## config.mk

```make
export PLATFORM = sky130hd
export DESIGN_NAME = trdq_cell
export DESIGN_NICKNAME = d
export VERILOG_FILES = /design/src/rtl/trdq_pkg.sv /design/src/rtl/trdq_cell.sv
export SDC_FILE = /design/constraint.sdc
export NUM_CORES = 1
export LEC_CHECK = 0
export BUFFER_PORTS_ARGS = -buffer_cell sky130_fd_sc_hd__buf_2
export CAP_MARGIN = 25
export CORE_ASPECT_RATIO = 0.5
export CORE_MARGIN = 8
export CORE_UTILIZATION = 42
export CTS_CLUSTER_DIAMETER = 40
export CTS_CLUSTER_SIZE = 40
export DETAILED_ROUTE_END_ITERATION = 8
export HOLD_SLACK_MARGIN = 0.05
export PLACE_DENSITY = 0.79
export SLEW_MARGIN = 20
export SYNTH_ARGS = -nofsm -noshare
export SYNTH_HDL_FRONTEND = slang
export SYNTH_SLANG_ARGS = --single-unit
```

## constraint.sdc

```tcl
create_clock -name clk -period 5.8 [get_ports clk]
set_input_delay 0 -clock clk [delete_from_list [all_inputs] [get_ports clk]]
set_output_delay 0 -clock clk [all_outputs]
set_load 0.005 [all_outputs]
```

## src/rtl/trdq_pkg.sv

```systemverilog
// Package: widths, status codes, register indexes, and entry, command and result types.
`default_nettype none
package trdq_pkg;
	localparam int TimeW = 48;
	localparam int TagW = 16;
	localparam int WinW = 32;
	localparam int LimW = 8;
	localparam int CfgW = 48;
	localparam int CfgIdxW = 2;
	localparam int DefDepth = 16;
	localparam int CountW = 5;

	localparam logic [2:0] ST_PUSHED   = 3'd0;
	localparam logic [2:0] ST_BAD_TIME = 3'd1;
	localparam logic [2:0] ST_SHUTDOWN = 3'd2;
	localparam logic [2:0] ST_TOO_OLD  = 3'd3;
	localparam logic [2:0] ST_OLD_RST  = 3'd4;
	localparam logic [2:0] ST_FULL     = 3'd5;
	localparam logic [2:0] ST_PULLED   = 3'd6;
	localparam logic [2:0] ST_NOT_RDY  = 3'd7;

	localparam logic [CfgIdxW-1:0] REG_WINDOW = 2'd0;
	localparam logic [CfgIdxW-1:0] REG_MIN    = 2'd1;
	localparam logic [CfgIdxW-1:0] REG_MAX    = 2'd2;
	localparam logic [CfgIdxW-1:0] REG_LIMIT  = 2'd3;

	typedef struct packed {
		logic [TimeW-1:0] t;
		logic             quit;
		logic [TagW-1:0]  tag;
	} entry_t;

	// Per-cell command from the controller
	typedef struct packed {
		logic push;
		logic pull;
		logic clear;
	} cell_cmd_t;

	typedef struct packed {
		logic [2:0]        status;
		logic [TimeW-1:0]  out_time;
		logic [TagW-1:0]   out_tag;
		logic              out_is_quit;
		logic              ready_res;
		logic [CountW-1:0] event_count;
		logic              shutting_down;
		logic              initialized;
	} result_t;
endpackage
`default_nettype wire

```

## src/rtl/trdq_cell.sv

```systemverilog
// One sorted cell: holds an entry, shifts up on insert, down on pull.
`default_nettype none
module trdq_cell import trdq_pkg::*; (
	input  wire             clk,
	input  wire             arst_n,
	input  wire cell_cmd_t  cmd,
	input  wire [TimeW-1:0] new_time,
	input  wire             head_ins,
	input  wire entry_t     new_entry,
	input  wire             occ_prev,
	input  wire entry_t     prev_entry,
	input  wire             gt_prev,
	input  wire entry_t     next_entry,
	input  wire             occ_next,
	output logic            occ,
	output logic            gt,
	output entry_t          entry
);
	logic   occ_q;
	entry_t entry_q;

	// Entry is later than the new time, or the new event goes at the head: it moves up
	assign gt = occ_q && ((entry_q.t > new_time) || head_ins);
	assign occ = occ_q;
	assign entry = entry_q;

	always_ff @(posedge clk or negedge arst_n) begin
		if (!arst_n) begin
			occ_q <= 1'b0;
		end else if (cmd.push) begin
			if (gt || (!occ_q && occ_prev)) begin
				occ_q <= 1'b1;
			end
		end else if (cmd.pull) begin
			occ_q <= occ_next;
		end else if (cmd.clear) begin
			occ_q <= 1'b0;
		end
	end

	always_ff @(posedge clk) begin
		if (cmd.push) begin
			if (gt || !occ_q) begin
				entry_q <= gt_prev ? prev_entry : new_entry;
			end
		end else if (cmd.pull) begin
			entry_q <= next_entry;
		end
	end
endmodule
`default_nettype wire

```

==> flow_metrics.env <==
export IMPL_relSlewSlack_pct=39.2
export IMPL_drt_iter0_drc=184
export IMPL_track_usage_pct=22.2
export IMPL_cts_root_buf="clkbuf_16"
export IMPL_netlist_area_leader_share_pct=42.3
export IMPL_async_flop_share_pct=1.52
export IMPL_holdCritPathClass="primary input to flop"
export IMPL_synth_common_cells="a21oi_1, nor2_1, edfxtp_1, mux2i_1, inv_1"
export IMPL_yosys_warnings=0
export IMPL_clock_latency_ps=330
export IMPL_crit_chain="ha_1 > nand4_2 > nor4_4 > nand3_1 > a31oi_1 > a211oi_2 > a21oi_4 > buf_4"
export IMPL_setup_tns_ps=0
export IMPL_gp_congestion=0.893
export IMPL_antenna_found_initial=0
export IMPL_crit_family="compound AO/OA/AOI/OAI gates"
export IMPL_reg2reg_slack_ps=2330
export IMPL_core_um2=10800
export IMPL_die_w_um=164
export IMPL_cts_tree="done"
export IMPL_path_buf_inv=1
export IMPL_synth_area_um2=4610
export IMPL_synth_ff_type="edfxtp_1"
export IMPL_firstDrtPassIters=4
export IMPL_clk_pin_slew_ps=50
export IMPL_worstSetupPathType="flop to flop"
export IMPL_synth_compound_area_share_pct=13.9
export IMPL_cts_max_path_buffers=2
export IMPL_h_tree_depth=3
export IMPL_hold_depth=3
export IMPL_drc_errors=0
export IMPL_die_y_um=90.1
export IMPL_clock_sinks=66
export IMPL_vias=4855
export IMPL_hp_start="next_entry[49]"
export IMPL_io_buffers=318
export IMPL_syn_inst=464
export IMPL_avgSynthCellArea_um2=9.94
export IMPL_start_util_pct=42.5
export IMPL_final_layout_size_suffix_gt1_share_pct=41.1
export IMPL_synthMuxAreaShare_pct=14.1
export IMPL_setup_viol=0
export IMPL_cpPeakStageDelay_ps=750
export IMPL_fin_skew_ps=6.79
export IMPL_finalWirelength_um=16900
export IMPL_worst_r2r_startpoint="entry[55]"
export IMPL_grt_max_degree=91
export IMPL_min_period_ps=3470
export IMPL_ir_drop_uv=141
export IMPL_synthDistinctLibCells=36
export IMPL_maxCapViolCount=0
export IMPL_power_density_nw_per_um2=215
export IMPL_slew_violations=0
export IMPL_fmax_mhz=288
export IMPL_synth_top_area_cell="edfxtp_1"
export IMPL_dp_worst_setup_slack_ps=2260
export IMPL_cp_data_required_time_ps=5770
export IMPL_yosys_area_share_simple_pct=10.1
export IMPL_post_route_util_pct=66.1
export IMPL_hpwl_um=13600
export IMPL_cp_max_fo=38
export IMPL_leakage_nw=3.73
export IMPL_setup_slack_ps=2330
export IMPL_grt_pass1_vias=5157
export IMPL_synth_most_common_cell="a21oi_1"
export IMPL_ys_seq_area_share_pct=42.9
export IMPL_fin_nets=1129
export IMPL_via_per_inst=4.96
export IMPL_synth_area_leaders="edfxtp_1, mux2i_1, ha_1"
export IMPL_drt_wirelength_per_cell_um=17.3
export IMPL_die_area_um2=14800
export IMPL_status="complete, no violations"
export IMPL_area_growth_pct=55.4
export IMPL_row_count=27
export IMPL_reg2regPathDepth=8
export IMPL_overflow=0
export IMPL_startpoint_type="flop"
export IMPL_whs_ps=51.3
export IMPL_crit_slowest_cell="a21oi_4"
export IMPL_synth_fa_ha_area_share_pct=13.0
export IMPL_worstMarginPinSlew_ps=910
export IMPL_rsz0062_at_grt="no"
export IMPL_numCtsBuffers=9
export IMPL_hold_end="entry[49]"
export IMPL_synth_top_family_by_area="multiplexers"
export IMPL_antennaDiodeCount=0
export IMPL_antenna_left=0
export IMPL_pin_count=319
export IMPL_synth_seq_cells=66
export IMPL_power_mw=1.54
export IMPL_r2r_end="entry[3]"
export IMPL_crit_arrival_ps=3440
export IMPL_fin_crit_sh_pct=59.9
export IMPL_cp_end_kind="flop"
export IMPL_synth_edff_count=65
export IMPL_timing_hold_violations_final=0
export IMPL_grt_pass1_wl_um=25900
export IMPL_synth_fp_nets=764
export IMPL_synthXorXnorAreaFrac_pct=0
==> where the power goes <==
part	switching (mW)	internal, mW
logic	0.201	0.209
registers	0.0242	0.589
clock network	0.195	0.327
total	0.420	1.12
==> how the worst max path moves through the flow <==
stage                     startpoint        end  slack (ps)  cells past startpoint
after global placement     entry[54]  entry[15]        2470                      8
after global routing       entry[55]  entry[56]        2040                      8
after floorplan            entry[56]   entry[0]         590                      7
after CTS                  entry[55]   entry[0]        2250                      8
after detailed placement   entry[55]  entry[16]        2260                      8
final                      entry[55]   entry[3]        2330                      8
==> layer usage <==
metal  GRT usage [%]  vias up  share of wire, %
met1            23.5     2230                37
met4            7.97        0               2.9
li1                -     2417                 -
met3            4.69       39               6.2
met5               0        -                 0
met2            42.3      169                54
==> cell usage in the layout, fill, tap and decap left out, types with 2 or more instances in the layout <==
| cell | synthesis | final |
|---|---|---|
| nand4_1 | 8 | 8 |
| dlygate4sd3_1 | 0 | 55 |
| o21ai_1 | 3 | 3 |
| nor2_1 | 71 | 71 |
| o21ai_0 | 5 | 5 |
| buf_4 | 0 | 5 |
| a21o_1 | 6 | 6 |
| buf_2 | 7 | 316 |
| ha_1 | 48 | 48 |
| inv_1 | 50 | 50 |
| clkbuf_16 | 0 | 9 |
| and4_1 | 3 | 3 |
| mux2i_1 | 65 | 65 |
| nand3_1 | 2 | 2 |
| clkinv_2 | 0 | 3 |
| nand2_1 | 14 | 14 |
| a21oi_1 | 82 | 81 |
| clkinv_1 | 0 | 2 |
| edfxtp_1 | 65 | 65 |
==> through the flow <==
stage          instance area [um2]  instances
3_3_place_gp                  6330        908
4_1_cts                       7170        979
3_5_place_dp                  6330        908
5_1_grt                       7170        979
6_report                      7170        979
2_1_floorplan                 4610        464
==> flip-flops by register name, summed over array words and instances (netlist names) <==
register	cells
entry	65
occ	1
==> kinds of logic after synthesis <==
| kind of cell | after synthesis |
|---|---|
| adder cells (fa/ha/maj) | 48 |
| AND/OR/NAND/NOR | 104 |
| AO/OA/AOI/OAI | 109 |
| multiplexers | 65 |
| flip-flops | 66 |
| buffers and inverters | 72 |
==> layout make-up <==
type                            instances  area, um2
Fill cell                             911       3670
Multi-Input combinational cell        326       2370
Timing Repair Buffer                  376       2170
Sequential cell                        66       1980
Clock buffer                            9        225
Inverter                               50        188
Tap cell                              145        181
Clock inverter                          7       60.1
==> repair_timing <==
| item | 4_1_cts | 5_1_grt |
|---|---|---|
| resized for setup | 0 | 0 |
| endpoints found under the hold margin | 51 | 0 |
| setup endpoints to repair | 0 | 0 |
| setup buffers | 0 | 0 |
| hold buffers | 55 | 0 |
==> worst register-to-register path, stage by stage, from the launching register on <==
cell      delay [ps]
edfxtp_1         410
ha_1             340
nand4_2          170
nor4_4           410
nand3_1          130
a31oi_1          230
a211oi_2         100
a21oi_4          750
buf_4            570
(Power assumes the default switching activity.)
